### src/design/bal_pkg.sv
// Shared types and constants for the bump allocator.
// No dependencies; every other design file but the assertion macro header uses it.
package bal_pkg;

  localparam int unsigned REQ_W       = 32;
  localparam int unsigned ADDR_W      = 32;
  localparam int unsigned CNT_W       = 32;
  localparam int unsigned OUT_OFF_W   = 25;
  // Padding never exceeds the largest alignment minus one.
  localparam int unsigned PAD_W       = 12;
  localparam int unsigned APB_ADDR_W  = 2;

  localparam int unsigned CAPACITY_DEFAULT = 16777216;
  localparam int unsigned ALIGN_DEFAULT    = 16;

  localparam logic [ADDR_W-1:0]     BASE_RESET    = 32'h00E0_0000;
  localparam logic [APB_ADDR_W-1:0] REG_BASE_ADDR = 2'd0;

  typedef enum logic [1:0] {
    OP_INIT  = 2'd0,
    OP_ALLOC = 2'd1,
    OP_RESET = 2'd2
  } bal_op_t;

  typedef enum logic [2:0] {
    ST_OK       = 3'd0,
    ST_UNINIT   = 3'd1,
    ST_NOT_LIVE = 3'd2,
    ST_NO_ROOM  = 3'd3,
    ST_CROSSES  = 3'd4
  } bal_status_t;

  // Request after the alignment front end.
  typedef struct packed {
    bal_op_t          opcode;
    logic [REQ_W-1:0] want;
    logic             ram_ok;
    logic [PAD_W-1:0] pad;
  } bal_item_t;

  typedef struct packed {
    bal_status_t          status;
    logic [ADDR_W-1:0]    granted_address;
    logic [OUT_OFF_W-1:0] bytes_used;
    logic [OUT_OFF_W-1:0] peak_used;
    logic [CNT_W-1:0]     refusal_count;
    logic [CNT_W-1:0]     reset_count;
    logic [OUT_OFF_W-1:0] bytes_available;
  } bal_result_t;

endpackage

### src/design/bal_in_if.sv
// Request channel of the bump allocator.
// Widths come from bal_pkg.
interface bal_in_if;
  logic                         valid;
  logic                         ready;
  logic [1:0]                   opcode;
  logic [bal_pkg::REQ_W-1:0]    request_bytes;
  logic                         ram_ok;

  modport source (output valid, output opcode, output request_bytes, output ram_ok,
                  input ready);
  modport sink   (input valid, input opcode, input request_bytes, input ram_ok,
                  output ready);
endinterface

### src/design/bal_out_if.sv
// Result channel of the bump allocator.
// Widths come from bal_pkg.
interface bal_out_if;
  logic                          valid;
  logic                          ready;
  logic [2:0]                    status;
  logic [bal_pkg::ADDR_W-1:0]    granted_address;
  logic [bal_pkg::OUT_OFF_W-1:0] bytes_used;
  logic [bal_pkg::OUT_OFF_W-1:0] peak_used;
  logic [bal_pkg::CNT_W-1:0]     refusal_count;
  logic [bal_pkg::CNT_W-1:0]     reset_count;
  logic [bal_pkg::OUT_OFF_W-1:0] bytes_available;

  modport source (output valid, output status, output granted_address, output bytes_used,
                  output peak_used, output refusal_count, output reset_count,
                  output bytes_available, input ready);
  modport sink   (input valid, input status, input granted_address, input bytes_used,
                  input peak_used, input refusal_count, input reset_count,
                  input bytes_available, output ready);
endinterface

### src/design/bal_cfg.sv
// APB-style register block holding the arena base address.
// Depends on bal_pkg.
module bal_cfg (
  input  logic                           clk,
  input  logic                           rst_n,
  input  logic                           psel,
  input  logic                           penable,
  input  logic                           pwrite,
  input  logic [bal_pkg::APB_ADDR_W-1:0] paddr,
  input  logic [31:0]                    pwdata,
  output logic [31:0]                    prdata,
  output logic                           pready,
  output logic [bal_pkg::ADDR_W-1:0]     base_o
);

  logic [bal_pkg::ADDR_W-1:0] base_r;
  logic                       wr_en;

  // A write completes in the access phase; the port never inserts wait states.
  assign pready = 1'b1;
  assign wr_en  = psel && penable && pwrite && (paddr == bal_pkg::REG_BASE_ADDR);

  always_ff @(posedge clk) begin
    if (!rst_n) begin
      base_r <= bal_pkg::BASE_RESET;
    end else if (wr_en) begin
      base_r <= pwdata;
    end
  end

  // Read-back of the single register; other addresses read as zero.
  assign prdata = (paddr == bal_pkg::REG_BASE_ADDR) ? base_r : 32'd0;
  assign base_o = base_r;

endmodule

### src/design/bal_align.sv
// Alignment front end: works out the padding that follows each request.
// Two registered stages (reciprocal multiply, then remainder). Depends on bal_pkg.
module bal_align #(
  parameter int unsigned ALIGN_BYTES = bal_pkg::ALIGN_DEFAULT
) (
  input  logic               clk,
  input  logic               rst_n,
  bal_in_if.sink             in_chan,
  output bal_pkg::bal_item_t item_o,
  output logic               item_valid_o,
  input  logic               item_ready_i
);

  // floor(x / ALIGN) is taken as (x * RECIP) >> SHIFT, at most one too small.
  localparam int unsigned SHIFT   = bal_pkg::REQ_W + $clog2(ALIGN_BYTES);
  localparam logic [63:0] RECIP64 = (64'd1 << SHIFT) / 64'(ALIGN_BYTES);
  localparam logic [32:0] RECIP   = RECIP64[32:0];
  localparam logic [bal_pkg::REQ_W-1:0] ALIGN_C = bal_pkg::REQ_W'(ALIGN_BYTES);

  logic                        a_valid_r, b_valid_r;
  bal_pkg::bal_item_t          a_item_r, b_item_r;
  logic [bal_pkg::REQ_W-1:0]   b_quot_r;
  logic                        a_go, b_go, in_take;
  logic [bal_pkg::REQ_W-1:0]   want_in;
  logic [64:0]                 prod;
  logic [bal_pkg::REQ_W-1:0]   quot;
  logic [bal_pkg::REQ_W-1:0]   rem_raw, rem;

  // Bubble-collapsing handshake through both stages.
  assign b_go          = b_valid_r && item_ready_i;
  assign a_go          = a_valid_r && (!b_valid_r || b_go);
  assign in_chan.ready = !a_valid_r || a_go;
  assign in_take       = in_chan.valid && in_chan.ready;

  // A zero-byte request is taken as one byte.
  assign want_in = (in_chan.request_bytes == '0) ? bal_pkg::REQ_W'(1) : in_chan.request_bytes;

  // Stage A: quotient estimate.
  assign prod = 65'(a_item_r.want) * 65'(RECIP);
  assign quot = bal_pkg::REQ_W'(prod >> SHIFT);

  // Stage B: remainder with one correction, then padding to the next boundary.
  assign rem_raw = b_item_r.want - bal_pkg::REQ_W'(b_quot_r * ALIGN_C);
  assign rem     = (rem_raw >= ALIGN_C) ? (rem_raw - ALIGN_C) : rem_raw;

  always_comb begin
    item_o     = b_item_r;
    item_o.pad = (rem == '0) ? '0 : bal_pkg::PAD_W'(ALIGN_C - rem);
  end
  assign item_valid_o = b_valid_r;

  // Stage valid bits.
  always_ff @(posedge clk) begin
    if (!rst_n) begin
      a_valid_r <= 1'b0;
      b_valid_r <= 1'b0;
    end else begin
      if (in_chan.ready) begin
        a_valid_r <= in_chan.valid;
      end
      if (!b_valid_r || b_go) begin
        b_valid_r <= a_go;
      end
    end
  end

  // Stage payloads.
  always_ff @(posedge clk) begin
    if (in_take) begin
      a_item_r.opcode <= bal_pkg::bal_op_t'(in_chan.opcode);
      a_item_r.want   <= want_in;
      a_item_r.ram_ok <= in_chan.ram_ok;
      a_item_r.pad    <= '0;
    end
    if (a_go) begin
      b_item_r <= a_item_r;
      b_quot_r <= quot;
    end
  end

endmodule

### src/design/bal_core.sv
// Allocator state and result register: one operation per cycle while the result channel is not stalled.
// Depends on bal_pkg and bal_out_if.
module bal_core #(
  parameter int unsigned CAPACITY_BYTES = bal_pkg::CAPACITY_DEFAULT
) (
  input  logic                       clk,
  input  logic                       rst_n,
  input  bal_pkg::bal_item_t         item_i,
  input  logic                       item_valid_i,
  output logic                       item_ready_o,
  input  logic [bal_pkg::ADDR_W-1:0] base_i,
  bal_out_if.source                  out_chan
);

  localparam int unsigned OFFW = $clog2(CAPACITY_BYTES + 1);
  localparam int unsigned SUMW = ((OFFW > bal_pkg::PAD_W) ? OFFW : bal_pkg::PAD_W) + 1;
  localparam int unsigned EXTW = OFFW + bal_pkg::OUT_OFF_W;
  localparam logic [OFFW-1:0] CAP_OFF = OFFW'(CAPACITY_BYTES);
  localparam logic [SUMW-1:0] CAP_SUM = SUMW'(CAPACITY_BYTES);
  localparam logic [bal_pkg::CNT_W-1:0] CNT_MAX = '1;

  logic                       s_valid_r, o_valid_r;
  bal_pkg::bal_item_t         s_item_r;
  bal_pkg::bal_result_t       o_res_r;
  logic                       core_go;

  logic [OFFW-1:0]            used_r, used_nxt, peak_r, peak_nxt;
  logic [bal_pkg::PAD_W-1:0]  pad_r, pad_nxt;
  logic [bal_pkg::CNT_W-1:0]  refusal_r, refusal_nxt, resets_r, resets_nxt;
  logic                       live_r, live_nxt, init_r, init_nxt;

  logic [SUMW-1:0]            start, room;
  logic [32:0]                end_off;
  bal_pkg::bal_status_t       status;
  logic [bal_pkg::ADDR_W-1:0] granted;
  logic [OFFW-1:0]            avail_nxt;
  logic [EXTW-1:0]            used_ext, peak_ext, avail_ext;

  // Input register frees up as soon as its item moves into the result register.
  assign core_go      = s_valid_r && (!o_valid_r || out_chan.ready);
  assign item_ready_o = !s_valid_r || core_go;

  // Aligned start of the next grant, the room above it and the end of the request.
  assign start   = SUMW'(used_r) + SUMW'(pad_r);
  assign room    = CAP_SUM - start;
  assign end_off = 33'(start) + 33'(s_item_r.want);

  // Operation decode and state update.
  always_comb begin
    used_nxt    = used_r;
    peak_nxt    = peak_r;
    pad_nxt     = pad_r;
    refusal_nxt = refusal_r;
    resets_nxt  = resets_r;
    live_nxt    = live_r;
    init_nxt    = init_r;
    status      = bal_pkg::ST_OK;
    granted     = '0;
    unique case (s_item_r.opcode)
      bal_pkg::OP_INIT: begin
        init_nxt    = 1'b1;
        used_nxt    = '0;
        peak_nxt    = '0;
        pad_nxt     = '0;
        refusal_nxt = '0;
        resets_nxt  = '0;
        live_nxt    = s_item_r.ram_ok;
        status      = s_item_r.ram_ok ? bal_pkg::ST_OK : bal_pkg::ST_NOT_LIVE;
      end
      bal_pkg::OP_ALLOC: begin
        priority if (!init_r) begin
          status = bal_pkg::ST_UNINIT;
        end else if (!live_r) begin
          status = bal_pkg::ST_NOT_LIVE;
        end else if (start > CAP_SUM) begin
          status = bal_pkg::ST_NO_ROOM;
        end else if (s_item_r.want > bal_pkg::REQ_W'(room)) begin
          status = bal_pkg::ST_CROSSES;
        end else begin
          status = bal_pkg::ST_OK;
        end
        if (status != bal_pkg::ST_OK) begin
          refusal_nxt = (refusal_r == CNT_MAX) ? CNT_MAX : refusal_r + 1'b1;
        end else begin
          used_nxt = OFFW'(end_off);
          pad_nxt  = s_item_r.pad;
          if (OFFW'(end_off) > peak_r) begin
            peak_nxt = OFFW'(end_off);
          end
          granted = base_i + bal_pkg::ADDR_W'(start);
        end
      end
      bal_pkg::OP_RESET: begin
        used_nxt    = '0;
        pad_nxt     = '0;
        refusal_nxt = '0;
        resets_nxt  = (resets_r == CNT_MAX) ? CNT_MAX : resets_r + 1'b1;
      end
      default: begin
      end
    endcase
  end

  // Byte fields (used, peak, available) are reported modulo 2^25; the refusal and reset counts saturate.
  assign avail_nxt = live_nxt ? (CAP_OFF - used_nxt) : '0;
  assign used_ext  = EXTW'(used_nxt);
  assign peak_ext  = EXTW'(peak_nxt);
  assign avail_ext = EXTW'(avail_nxt);

  // Control state.
  always_ff @(posedge clk) begin
    if (!rst_n) begin
      s_valid_r <= 1'b0;
      o_valid_r <= 1'b0;
      used_r    <= '0;
      peak_r    <= '0;
      pad_r     <= '0;
      refusal_r <= '0;
      resets_r  <= '0;
      live_r    <= 1'b0;
      init_r    <= 1'b0;
    end else begin
      if (item_ready_o) begin
        s_valid_r <= item_valid_i;
      end
      if (core_go) begin
        o_valid_r <= 1'b1;
        used_r    <= used_nxt;
        peak_r    <= peak_nxt;
        pad_r     <= pad_nxt;
        refusal_r <= refusal_nxt;
        resets_r  <= resets_nxt;
        live_r    <= live_nxt;
        init_r    <= init_nxt;
      end else if (out_chan.ready) begin
        o_valid_r <= 1'b0;
      end
    end
  end

  // Input and result payload registers.
  always_ff @(posedge clk) begin
    if (item_ready_o && item_valid_i) begin
      s_item_r <= item_i;
    end
    if (core_go) begin
      o_res_r.status          <= status;
      o_res_r.granted_address <= granted;
      o_res_r.bytes_used      <= used_ext[bal_pkg::OUT_OFF_W-1:0];
      o_res_r.peak_used       <= peak_ext[bal_pkg::OUT_OFF_W-1:0];
      o_res_r.refusal_count   <= refusal_nxt;
      o_res_r.reset_count     <= resets_nxt;
      o_res_r.bytes_available <= avail_ext[bal_pkg::OUT_OFF_W-1:0];
    end
  end

  assign out_chan.valid           = o_valid_r;
  assign out_chan.status          = o_res_r.status;
  assign out_chan.granted_address = o_res_r.granted_address;
  assign out_chan.bytes_used      = o_res_r.bytes_used;
  assign out_chan.peak_used       = o_res_r.peak_used;
  assign out_chan.refusal_count   = o_res_r.refusal_count;
  assign out_chan.reset_count     = o_res_r.reset_count;
  assign out_chan.bytes_available = o_res_r.bytes_available;

endmodule

### src/design/bump_allocator_with_reset_top.sv
// Channel    Direction  Content
// in_chan    in         opcode, request_bytes, ram_ok
// out_chan   out        status, address, usage, counters, bytes left
// APB        in/out     register 0: base_address at byte address 0
//
// One operation per cycle is accepted while the result channel is not stalled; its
// result passes through the two-stage alignment front end (reciprocal multiply, then
// remainder), the state stage and the result register before it is presented.
// Reset is synchronous and active low; it empties the pipeline, clears the allocator
// state and counters and loads the base register with its reset value.
// A stalled result holds its stage; earlier stages keep filling until they meet it.
// Top level of the bump allocator; depends on bal_pkg, the channel interfaces,
// bal_cfg, bal_align and bal_core.
module bump_allocator_with_reset_top #(
  parameter int unsigned CAPACITY_BYTES = bal_pkg::CAPACITY_DEFAULT,
  parameter int unsigned ALIGN_BYTES    = bal_pkg::ALIGN_DEFAULT
) (
  input  logic                           clk,
  input  logic                           rst_n,
  bal_in_if.sink                         in_chan,
  bal_out_if.source                      out_chan,
  input  logic                           psel,
  input  logic                           penable,
  input  logic                           pwrite,
  input  logic [bal_pkg::APB_ADDR_W-1:0] paddr,
  input  logic [31:0]                    pwdata,
  output logic [31:0]                    prdata,
  output logic                           pready
);

  logic [bal_pkg::ADDR_W-1:0] base;
  bal_pkg::bal_item_t         item;
  logic                       item_valid, item_ready;

  // Configuration register.
  bal_cfg u_cfg (
    .clk     (clk),
    .rst_n   (rst_n),
    .psel    (psel),
    .penable (penable),
    .pwrite  (pwrite),
    .paddr   (paddr),
    .pwdata  (pwdata),
    .prdata  (prdata),
    .pready  (pready),
    .base_o  (base)
  );

  // Padding computation ahead of the state stage.
  bal_align #(
    .ALIGN_BYTES (ALIGN_BYTES)
  ) u_align (
    .clk          (clk),
    .rst_n        (rst_n),
    .in_chan      (in_chan),
    .item_o       (item),
    .item_valid_o (item_valid),
    .item_ready_i (item_ready)
  );

  // Allocator state and result register.
  bal_core #(
    .CAPACITY_BYTES (CAPACITY_BYTES)
  ) u_core (
    .clk          (clk),
    .rst_n        (rst_n),
    .item_i       (item),
    .item_valid_i (item_valid),
    .item_ready_o (item_ready),
    .base_i       (base),
    .out_chan     (out_chan)
  );

endmodule

### src/flat_wrapper.sv
// flat-port wrapper written by rule: the top's interface ports become plain ports
module bump_allocator_with_reset_top_flat 
#(
  parameter int unsigned CAPACITY_BYTES = bal_pkg::CAPACITY_DEFAULT,
  parameter int unsigned ALIGN_BYTES    = bal_pkg::ALIGN_DEFAULT
)
  (clk, rst_n, psel, penable, pwrite, paddr, pwdata, prdata, pready, in_chan_valid, in_chan_opcode, in_chan_request_bytes, in_chan_ram_ok, in_chan_ready, out_chan_valid, out_chan_status, out_chan_granted_address, out_chan_bytes_used, out_chan_peak_used, out_chan_refusal_count, out_chan_reset_count, out_chan_bytes_available, out_chan_ready);
  bal_in_if in_chan_i ();
  bal_out_if out_chan_i ();
  input  logic clk;
  input  logic rst_n;
  input  logic psel;
  input  logic penable;
  input  logic pwrite;
  input  logic [bal_pkg::APB_ADDR_W-1:0] paddr;
  input  logic [31:0] pwdata;
  output logic [31:0] prdata;
  output logic pready;
  input wire logic [$bits(in_chan_i.valid)-1:0] in_chan_valid;
  input wire logic [$bits(in_chan_i.opcode)-1:0] in_chan_opcode;
  input wire logic [$bits(in_chan_i.request_bytes)-1:0] in_chan_request_bytes;
  input wire logic [$bits(in_chan_i.ram_ok)-1:0] in_chan_ram_ok;
  output wire logic [$bits(in_chan_i.ready)-1:0] in_chan_ready;
  output wire logic [$bits(out_chan_i.valid)-1:0] out_chan_valid;
  output wire logic [$bits(out_chan_i.status)-1:0] out_chan_status;
  output wire logic [$bits(out_chan_i.granted_address)-1:0] out_chan_granted_address;
  output wire logic [$bits(out_chan_i.bytes_used)-1:0] out_chan_bytes_used;
  output wire logic [$bits(out_chan_i.peak_used)-1:0] out_chan_peak_used;
  output wire logic [$bits(out_chan_i.refusal_count)-1:0] out_chan_refusal_count;
  output wire logic [$bits(out_chan_i.reset_count)-1:0] out_chan_reset_count;
  output wire logic [$bits(out_chan_i.bytes_available)-1:0] out_chan_bytes_available;
  input wire logic [$bits(out_chan_i.ready)-1:0] out_chan_ready;
  assign in_chan_i.valid = in_chan_valid;
  assign in_chan_i.opcode = in_chan_opcode;
  assign in_chan_i.request_bytes = in_chan_request_bytes;
  assign in_chan_i.ram_ok = in_chan_ram_ok;
  assign in_chan_ready = in_chan_i.ready;
  assign out_chan_valid = out_chan_i.valid;
  assign out_chan_status = out_chan_i.status;
  assign out_chan_granted_address = out_chan_i.granted_address;
  assign out_chan_bytes_used = out_chan_i.bytes_used;
  assign out_chan_peak_used = out_chan_i.peak_used;
  assign out_chan_refusal_count = out_chan_i.refusal_count;
  assign out_chan_reset_count = out_chan_i.reset_count;
  assign out_chan_bytes_available = out_chan_i.bytes_available;
  assign out_chan_i.ready = out_chan_ready;
  bump_allocator_with_reset_top #(.CAPACITY_BYTES(CAPACITY_BYTES), .ALIGN_BYTES(ALIGN_BYTES)) u_core (.clk(clk), .rst_n(rst_n), .in_chan(in_chan_i), .out_chan(out_chan_i), .psel(psel), .penable(penable), .pwrite(pwrite), .paddr(paddr), .pwdata(pwdata), .prdata(prdata), .pready(pready));
endmodule
### config.mk
export PLATFORM = sky130hd
export DESIGN_NAME = bump_allocator_with_reset_top_flat
export DESIGN_NICKNAME = d
export VERILOG_FILES = /design/src/design/bal_pkg.sv /design/src/design/bal_in_if.sv /design/src/design/bal_out_if.sv /design/src/design/bal_cfg.sv /design/src/design/bal_align.sv /design/src/design/bal_core.sv /design/src/design/bump_allocator_with_reset_top.sv /design/src/flat_wrapper.sv
export SDC_FILE = /design/constraint.sdc
export NUM_CORES = 1
export LEC_CHECK = 0
export BUFFER_PORTS_ARGS = -buffer_cell sky130_fd_sc_hd__buf_2
export CAP_MARGIN = 20
export CORE_MARGIN = 4
export CORE_UTILIZATION = 40
export CTS_CLUSTER_SIZE = 24
export DETAILED_ROUTE_END_ITERATION = 7
export SETUP_SLACK_MARGIN = 0.1
export SLEW_MARGIN = 20
export SYNTH_ARGS = -nofsm -noshare
export SYNTH_HDL_FRONTEND = slang
export SYNTH_SLANG_ARGS = --single-unit
### constraint.sdc
create_clock -name clk -period 24.6 [get_ports clk]
set_input_delay 4.92 -clock clk [delete_from_list [all_inputs] [get_ports clk]]
set_output_delay 4.92 -clock clk [all_outputs]
set_load 0.01 [all_outputs]
* Yosys cells after proc, flatten, opt, wreduce, memory -nomap -nowiden
Index checks and enable logic that the tools add are counted.
** Cells by class
- Add/subtract/negate cells :: 10
- $lt $le $gt $ge :: 4
- Equality and inequality tests :: 5
- Multiplexer cells :: 24
- Bitwise operators :: 1
- Reduce and logical (&&, ||, !) cells :: 26
** Operators with widths (count)
- $mux 32 :: 5
- $pmux 32 s2 :: 2
- $pmux 25 s2 :: 2
- $mux 25 :: 3
- $add 32x1->32 const B :: 2
- $eq 32x32->1 const B :: 2
- $logic_not 32->1 :: 2
- $add 32x26->32 :: 1
- $ge 32x5->1 const B :: 1
- $gt 32x26->1 :: 1
- $sub 32x32->32 :: 1
- $sub 32x5->32 const B :: 1
- $add 25x12->26 :: 1
- $gt 26x25->1 const B :: 1
- $sub 25x26->26 const A :: 1
- $add 25x25->25 :: 1
- $gt 25x25->1 :: 1
- $sub 25x25->25 const A :: 1
- $pmux 12 s2 :: 1
- $mux 3 :: 5
- $mux 12 :: 1
- $sub 5x12->12 const A :: 1
- $logic_and 1x1->1 :: 7
- $pmux 3 s2 :: 1
- 14 further kinds :: 25
** Word-level totals
- Register bits :: 483
- Input port bits :: 76
- Output and inout port bits :: 209
- Word-level logic and storage cells :: 100

* Longest topological paths before layout
Gate-level depths: netlist (run 1).
- Depth after elaboration :: 12
- Mapped depth :: 33
- Mapped depth without buffers :: 30

* By module
A second synthesis (run 1) with hierarchy kept.
** Unflattened totals
- Cell total of the unflattened synthesis :: 2430
- Area, all modules :: 23999.3 um^2
** By module, submodules not included
- bal_core :: times used 1, cells an instance 2112, area each 19959.1 um^2, sequential area each 9238.9 um^2
- bal_align :: times used 1, cells an instance 139, area each 2498.6 um^2, sequential area each 2142.1 um^2
- bal_cfg :: times used 1, cells an instance 179, area each 1541.5 um^2, sequential area each 640.6 um^2

* Worst setup path before layout (run 1)
OpenSTA, ideal clock, no wires.
- Kind :: input to register
- Start :: input out_chan_ready
- End :: register u_core.u_core.out_chan.bytes_available[0] (netlist name)
- Setup time :: 605 ps
- Arrival :: 10582 ps
- Data required time :: 23995 ps
- Setup slack :: 13413 ps
- Stages :: 6
- Path buffers :: 3
- Cells stage by stage :: nor2b_1 > nand2b_1 > clkbuf_1 > clkinv_1 > clkbuf_1 > buf_1
** Between the ends
- Longest elaborated chain between the ends :: 2
** RTL lines
- start, declared :: line flat_wrapper.sv:32 : input wire logic [$bits(out_chan_i.ready)-1:0] out_chan_ready;
- $logic_or 1x1->1 :: line bal_core.sv:40 : assign core_go = s_valid_r && (!o_valid_r || out_chan.ready);
- $logic_and 1x1->1 :: line bal_core.sv:40
- net u_core.u_core.core_go :: line bal_core.sv:25 : logic core_go;
The timed path passes the listed nets, and every way through them passes these cells.
A chain may end at the register's enable or synchronous reset.

* Final worst setup path (run 1)
- Start :: input out_chan_ready
- End :: output in_chan_ready
** Between the ends
- Longest elaborated chain between the ends :: 7
** RTL lines
- $logic_or 1x1->1 :: line bal_core.sv:40
- $logic_and 1x1->1 :: line bal_core.sv:40
- $logic_or 1x1->1 :: line bal_core.sv:41 : assign item_ready_o = !s_valid_r || core_go;
- $logic_and 1x1->1 :: line bal_align.sv:30 : assign b_go = b_valid_r && item_ready_i;
- $logic_or 1x1->1 :: line bal_align.sv:31 : assign a_go = a_valid_r && (!b_valid_r || b_go);
- $logic_and 1x1->1 :: line bal_align.sv:31
- $logic_or 1x1->1 :: line bal_align.sv:32 : assign in_chan.ready = !a_valid_r || a_go;
- end, declared :: line flat_wrapper.sv:23 : output wire logic [$bits(in_chan_i.ready)-1:0] in_chan_ready;
Every way passes these cells.

==> impl_metrics.tcl, run 1 <==
set metrics [dict create \
    outcome "finished, final reports clean" \
    grt_max_degree 148 \
    cts_tree "yes" \
    wl_per_cell_um 19.38 \
    coreArea_sq_mm 0.05902 \
    nets 2912 \
    syn_nets 2717 \
    hp-class "reg2reg" \
    dieArea_sq_mm 0.06365 \
    yosys_warnings 0 \
    cp_max_fo 5 \
    synth_top_cell_by_area "edfxtp_1" \
    synth_top_area_share_pct 35.73 \
    finalCriticalPeriod_ns 10.90 \
    mostFrequentLayoutCell "nand2_1" \
    critPathCaptureType "output port" \
    antenna_found_initial 0 \
    drive_above_1_share_pct 16.19 \
    rrSetupSlack_ns 15.60 \
    viasPerCell 5.616 \
    grt_pass1_vias 18620 \
    synthToLayoutAreaGrowth_pct 15.63 \
    synth_area_leaders "edfxtp_1 36%, dfxtp_1 13%, ha_1 5.8%" \
    max-vdd-ir-drop_v 0.00005239 \
    cap_violations 0 \
    clk_pin_slew_ns 0.05 \
    clock-root-buffer "clkbuf_16" \
    setup-violations-final 0 \
    die_y_um 252.3 \
    initial_core_util_pct 40.44 \
    synth_ff_type "edfxtp_1" \
    rows 89 \
    h-tree-depth 2 \
    grt_usage_pct 20.51 \
    netlist_area_sq_mm 0.02387 \
    drtAntennaViolNets 0 \
    clock_latency_ns 0.59 \
    layout.filler_cells 5559 \
    seq_area_frac_synth_pct 48.90 \
    timing.rr.end "u_core.u_core.out_chan.bytes_available[23]" \
    min_path_cells 0 \
    min-delay-start "u_core.u_align.item_o[30]" \
    min_to "u_core.u_core.s_item_r[30]" \
    worstMarginPinSlew_ns 1.095 \
    async_flop_share_pct 0 \
    required_ns 19.68 \
    cp.arrival_ns 5.98 \
    p_per_area_mw_per_mm2 57.41 \
    numCtsBuffers 48 \
    fin_crit_sh_pct 44.30 \
    syn_inst 2527 \
    rsz0062_at_grt "no" \
    routed_wl_mm 68.50 \
    dpl.hpwl_mm 49.16 \
    gp_congestion 0.8990 \
    path_class "in2out" \
    cts_sinks 441 \
    synth-seq-cells 441 \
    startpoint_type "input port" \
    layout_common_cells "345 x nand2_1, 284 x edfxtp_1, 283 x buf_2, 240 x a21oi_1, 184 x nor2_1" \
    clk_path_buf_depth 3 \
    dr.pass1.iters 6 \
    post-route-util_pct 46.76 \
    antennaDiodeCount 0 \
    slew_viol_final 0 \
    vias 19850 \
    synth_cell_types 86 \
    rr_worst_depth 23 \
    finalHoldViolCount 0 \
    overflow 0 \
    grt_pass1_wl_mm 104.8 \
    drc 0 \
    tns_ns 0 \
    max_freq_ghz 0.09176 \
    numPortBuffers 283 \
    avgSynthCellArea_sq_um 9.446 \
    drt-initial-drc-count 1708 \
    ctsHoldBuffers 0 \
    cts_resized 0 \
    fin_worst_skew_ns 0.02980 \
    post_cts_buffers 0 \
    timing.rr.start "u_core.u_core.used_r[0]" \
    p_leak_uw 0.01069 \
    fp.dieW_um 252.3 \
    io_pins 285 \
    synth-edff-count 284 \
    max_slew_margin_pct 26.95 \
]
==> sequential cells by signal, indices dropped and copies added (netlist names) <==
name	count
u_core.u_align.a_item_r	35
u_core.u_align.a_valid_r	1
u_core.u_align.item_o	35
u_core.u_align.item_valid_o	1
u_core.u_cfg.base_o	32
u_core.u_core.init_r	1
u_core.u_core.live_r	1
u_core.u_core.out_chan.bytes_available	25
u_core.u_core.out_chan.bytes_used	25
u_core.u_core.out_chan.granted_address	32
u_core.u_core.out_chan.peak_used	25
u_core.u_core.out_chan.refusal_count	32
u_core.u_core.out_chan.reset_count	32
u_core.u_core.out_chan.status	3
u_core.u_core.out_chan.valid	1
u_core.u_core.pad_r	5
u_core.u_core.peak_r	25
u_core.u_core.refusal_r	32
u_core.u_core.resets_r	32
u_core.u_core.s_item_r	40
u_core.u_core.s_valid_r	1
u_core.u_core.used_r	25
==> power by group <==
group	leakage [uW]	internal [uW]	switching [uW]	total (uW)
sequential	0.00413	795	3.64	798
combinational	0.00575	10.3	24.4	34.7
clock	0.000815	452	300	752
total	0.0107	1260	328	1580
==> logic make-up (layout without fill, tap and decap cells) <==
kind of cell | after synthesis | in the layout | share of synthesized area (%)
simple gates | 989 | 989 | 19.54
compound gates | 598 | 598 | 16.43
flops | 441 | 441 | 48.90
buf+inv | 256 | 490 | 4.225
fa+ha+maj | 114 | 114 | 6.070
xor+xnor | 104 | 104 | 3.816
mux | 23 | 23 | 0.9907
other cells | 2 | 2 | 0.03146
==> stage by stage <==
stage | hold WS, ns | instance area, sq um | power [uW] | instances | setup slack (ns)
after floorplan | 0.4003 | 23870 | 834.5 | 2527 | 13.41
after global placement | 0.4038 | 25890 | 848.0 | 3443 | 13.65
after detailed placement | 0.4045 | 25930 | 849.3 | 3445 | 13.62
after CTS | 0.4169 | 27600 | 1602 | 3534 | 13.63
after global routing | 0.4212 | 27600 | 1635 | 3534 | 13.54
final | 0.4132 | 27600 | 1585 | 3534 | 13.70
==> routing by layer <==
layer / up-vias / track usage [%] / routed length [um]
li1: 9608 / - / -
met3: 114 / 2.387 / 3476
met5: - / 0 / 0
met2: 606 / 34.94 / 33330
met4: 0 / 6.021 / 1946
met1: 9520 / 27.70 / 29740
==> area by class of cell <==
type	count	area, sq um	share of cell area (%)
clock buffers	64	1353	4.901
clock inverters	25	315.3	1.142
inverters	77	297.8	1.079
multi-input cells	1830	11240	40.74
flip-flops and latches	441	11670	42.29
well taps	773	967.2	3.504
repair buffers	324	1752	6.347
==> worst max-delay path, stage by stage <==
cell     delay, ns
buf_2         0.10
nor2b_1       0.41
and3_1        0.31
nand2_1       0.09
buf_2         0.14
==> worst max path at each step <==
| stage | startpoint | to |
|---|---|---|
| finish | out_chan_ready | in_chan_ready |
| global route | out_chan_ready | in_chan_ready |
| CTS | out_chan_ready | in_chan_ready |
| detailed placement | out_chan_ready | in_chan_ready |
| global placement | out_chan_ready | in_chan_ready |
| floorplan | out_chan_ready | u_core.u_core.out_chan.bytes_available[0] |
==> Yosys cell counts, drive strengths merged (41+ instances only) <==
cell	count
dfxtp	157
nand2	345
edfxtp	284
and2	49
nor2	187
xor2	42
nand3	158
clkbuf	148
ha	111
xnor2	62
inv	74
a21o	41
a21oi	241
nor3	64
o21ai	65
(Power assumes the default switching activity.)
==> run 2: changes to the inputs <==
==> constraint.sdc (replaced) <==
create_clock -name clk -period 11.3 [get_ports clk]
set_input_delay 2.26 -clock clk [delete_from_list [all_inputs] [get_ports clk]]
set_output_delay 2.26 -clock clk [all_outputs]
set_load 0.01 [all_outputs]
==> run 2 against run 1 <==
Compared with the run above:
- power is 120% higher
- die area is the same
- sequential cell count is the same
- critical path depth up 18
- largest cell class unchanged
- register-to-register slack got worse by 13 ns
- first-iteration DRC count fell by 3.0%
- via count is 0.41% higher
- final area shrank 0.18%
- core utilization down 0.083 points
- highest routed layer unchanged
- critical endpoint is now u_core.u_core.out_chan.bytes_available[23]
==> impl_metrics.tcl, run 2 (same netlist as run 1, synthesis figures left out) <==
set metrics [dict create \
    outcome "finished, final reports clean" \
    startpoint_type "register" \
    tns_ns 0 \
    dieArea_sq_mm 0.06365 \
    crit_chain "ha_1 > inv_1 > fa_1 > nand2b_1 > a211o_2 > a21o_1 > xor2_1 > o2111ai_1 > or2_2 > nor3_1 > nand3_1 > xnor2_1 > ha_1 > and3_1 > nand3_1 > or4b_2 > nor4_1 > o21ai_0 > or4_4 > o211ai_1 > nand2_1 > or4_1 > and3_1" \
    clk_pin_slew_ns 0.06 \
    max_flop_register "u_core.u_core.s_item_r" \
    post-route-util_pct 46.68 \
    vias 19930 \
    cts_resized 0 \
    cp.arrival_ns 8.77 \
    cts_tree "yes" \
    h-tree-depth 2 \
    fin_worst_skew_ns 0.03932 \
    grt_pass1_wl_mm 107.1 \
    hp-class "reg2reg" \
    crit_slowest_cell "or4_4" \
    grt_max_degree 141 \
    slowest_delay_ns 0.71 \
    post_cts_buffers 0 \
    clock_latency_ns 0.60 \
    finalHoldViolCount 0 \
    mostFrequentLayoutCell "nand2_1" \
    numPortBuffers 283 \
    drc 0 \
    fin_crit_sh_pct 74.50 \
    viasPerCell 5.636 \
    overflow 0 \
    max-vdd-ir-drop_v 0.00009889 \
    grt_usage_pct 21.00 \
    setup-violations-final 0 \
    initial_core_util_pct 40.44 \
    finalCriticalPeriod_ns 8.418 \
    clock-root-buffer "clkbuf_16" \
    critPathCaptureType "register" \
    dp.cells 3445 \
    p_leak_uw 0.01064 \
    grt_pass1_vias 18820 \
    synthToLayoutAreaGrowth_pct 15.43 \
    rrSetupSlack_ns 2.88 \
    max_slew_margin_pct 27.84 \
    coreArea_sq_mm 0.05902 \
    nets 2914 \
    p_per_area_mw_per_mm2 124.7 \
    routed_wl_mm 69.59 \
    wl_per_cell_um 19.68 \
    worstMarginPinSlew_ns 1.082 \
    cap_violations 0 \
    required_ns 11.65 \
    gp_congestion 0.8816 \
    holdWs_ns 0.4160 \
    drt-initial-drc-count 1657 \
    layout.cells.non_filler 3536 \
    dr.pass1.iters 5 \
    cp_max_fo 26 \
    drive_above_1_share_pct 16.11 \
    layout.filler_cells 5664 \
    layout_common_cells "344 x nand2_1, 284 x edfxtp_1, 283 x buf_2, 240 x a21oi_1, 184 x nor2_1" \
    fp.dieW_um 252.3 \
    multi_input_area_sq_mm 0.01125 \
    slew_viol_final 0 \
    cts_sinks 441 \
    register_area_sq_mm 0.01167 \
    numCtsBuffers 49 \
    max_freq_ghz 0.1188 \
    path_class "reg2reg" \
    drtAntennaViolNets 0 \
    io_pins 285 \
    die_y_um 252.3 \
    rsz0062_at_grt "no" \
    clk_path_buf_depth 3 \
    antenna_found_initial 0 \
    ctsHoldBuffers 0 \
    dpl.hpwl_mm 50.12 \
    largest_reg_flops 40 \
    rows 89 \
]
-- run 2: cell count changes in the layout (fill, tap and decap cells not counted), sizes merged --
cell and change:
clkinv -1, buf +1, clkinvlp +5, inv +1, bufinv +1, clkbuf -6, diode +1
-- run 2: path summary, 6_finish.rpt --
| check | start | endpoint | depth (start not counted) |
|---|---|---|---|
| max | u_core.u_core.used_r[0] | u_core.u_core.out_chan.bytes_available[23] | 23 |
| min reg2reg | u_core.u_align.item_o[18] | u_core.u_core.s_item_r[18] | 0 |
| min | u_core.u_align.item_o[18] | u_core.u_core.s_item_r[18] | 0 |
| max reg2reg | u_core.u_core.used_r[0] | u_core.u_core.out_chan.bytes_available[23] | 23 |
-- run 2: routing by layer --
layer,routed length [um],global-route usage (%),up-vias
met4,1534,5.107,0
met3,3817,2.799,98
met5,0,0,-
met1,30070,28.56,9608
li1,-,-,9637
met2,34170,35.80,586
-- run 2: stage by stage --
step	power, uW	instance area, sq um	setup slack (ns)
after global placement	1847	25890	3.209
final	3434	27550	2.882
after CTS	3472	27530	2.871
after floorplan	1817	23870	2.773
after detailed placement	1849	25900	2.895
after global routing	3549	27550	2.250
-- run 2: final cells by class --
class,instances,area share [%]
Inverter,77,1.081
Sequential cell,441,42.36
Antenna cell,1,0.009083
Clock inverter,31,1.294
Tap cell,773,3.510
Timing Repair Buffer,325,6.312
Clock buffer,58,4.609
Multi-Input combinational cell,1830,40.82
-- run 2: critical path, delay by kind of cell, from the launching register on --
family                   cells  cell delay (ns)
AO/OA/AOI/OAI                5             2.00
XOR/XNOR                     2             0.37
adder cells (fa/ha/maj)      3             0.92
buffers and inverters        1             0.06
flip-flops                   1             0.40
AND/OR/NAND/NOR             12             4.43
-- run 2: power breakdown --
| part | internal [uW] | switching (uW) |
|---|---|---|
| clock network | 964 | 656 |
| logic | 22.3 | 53.2 |
| registers | 1730 | 7.87 |
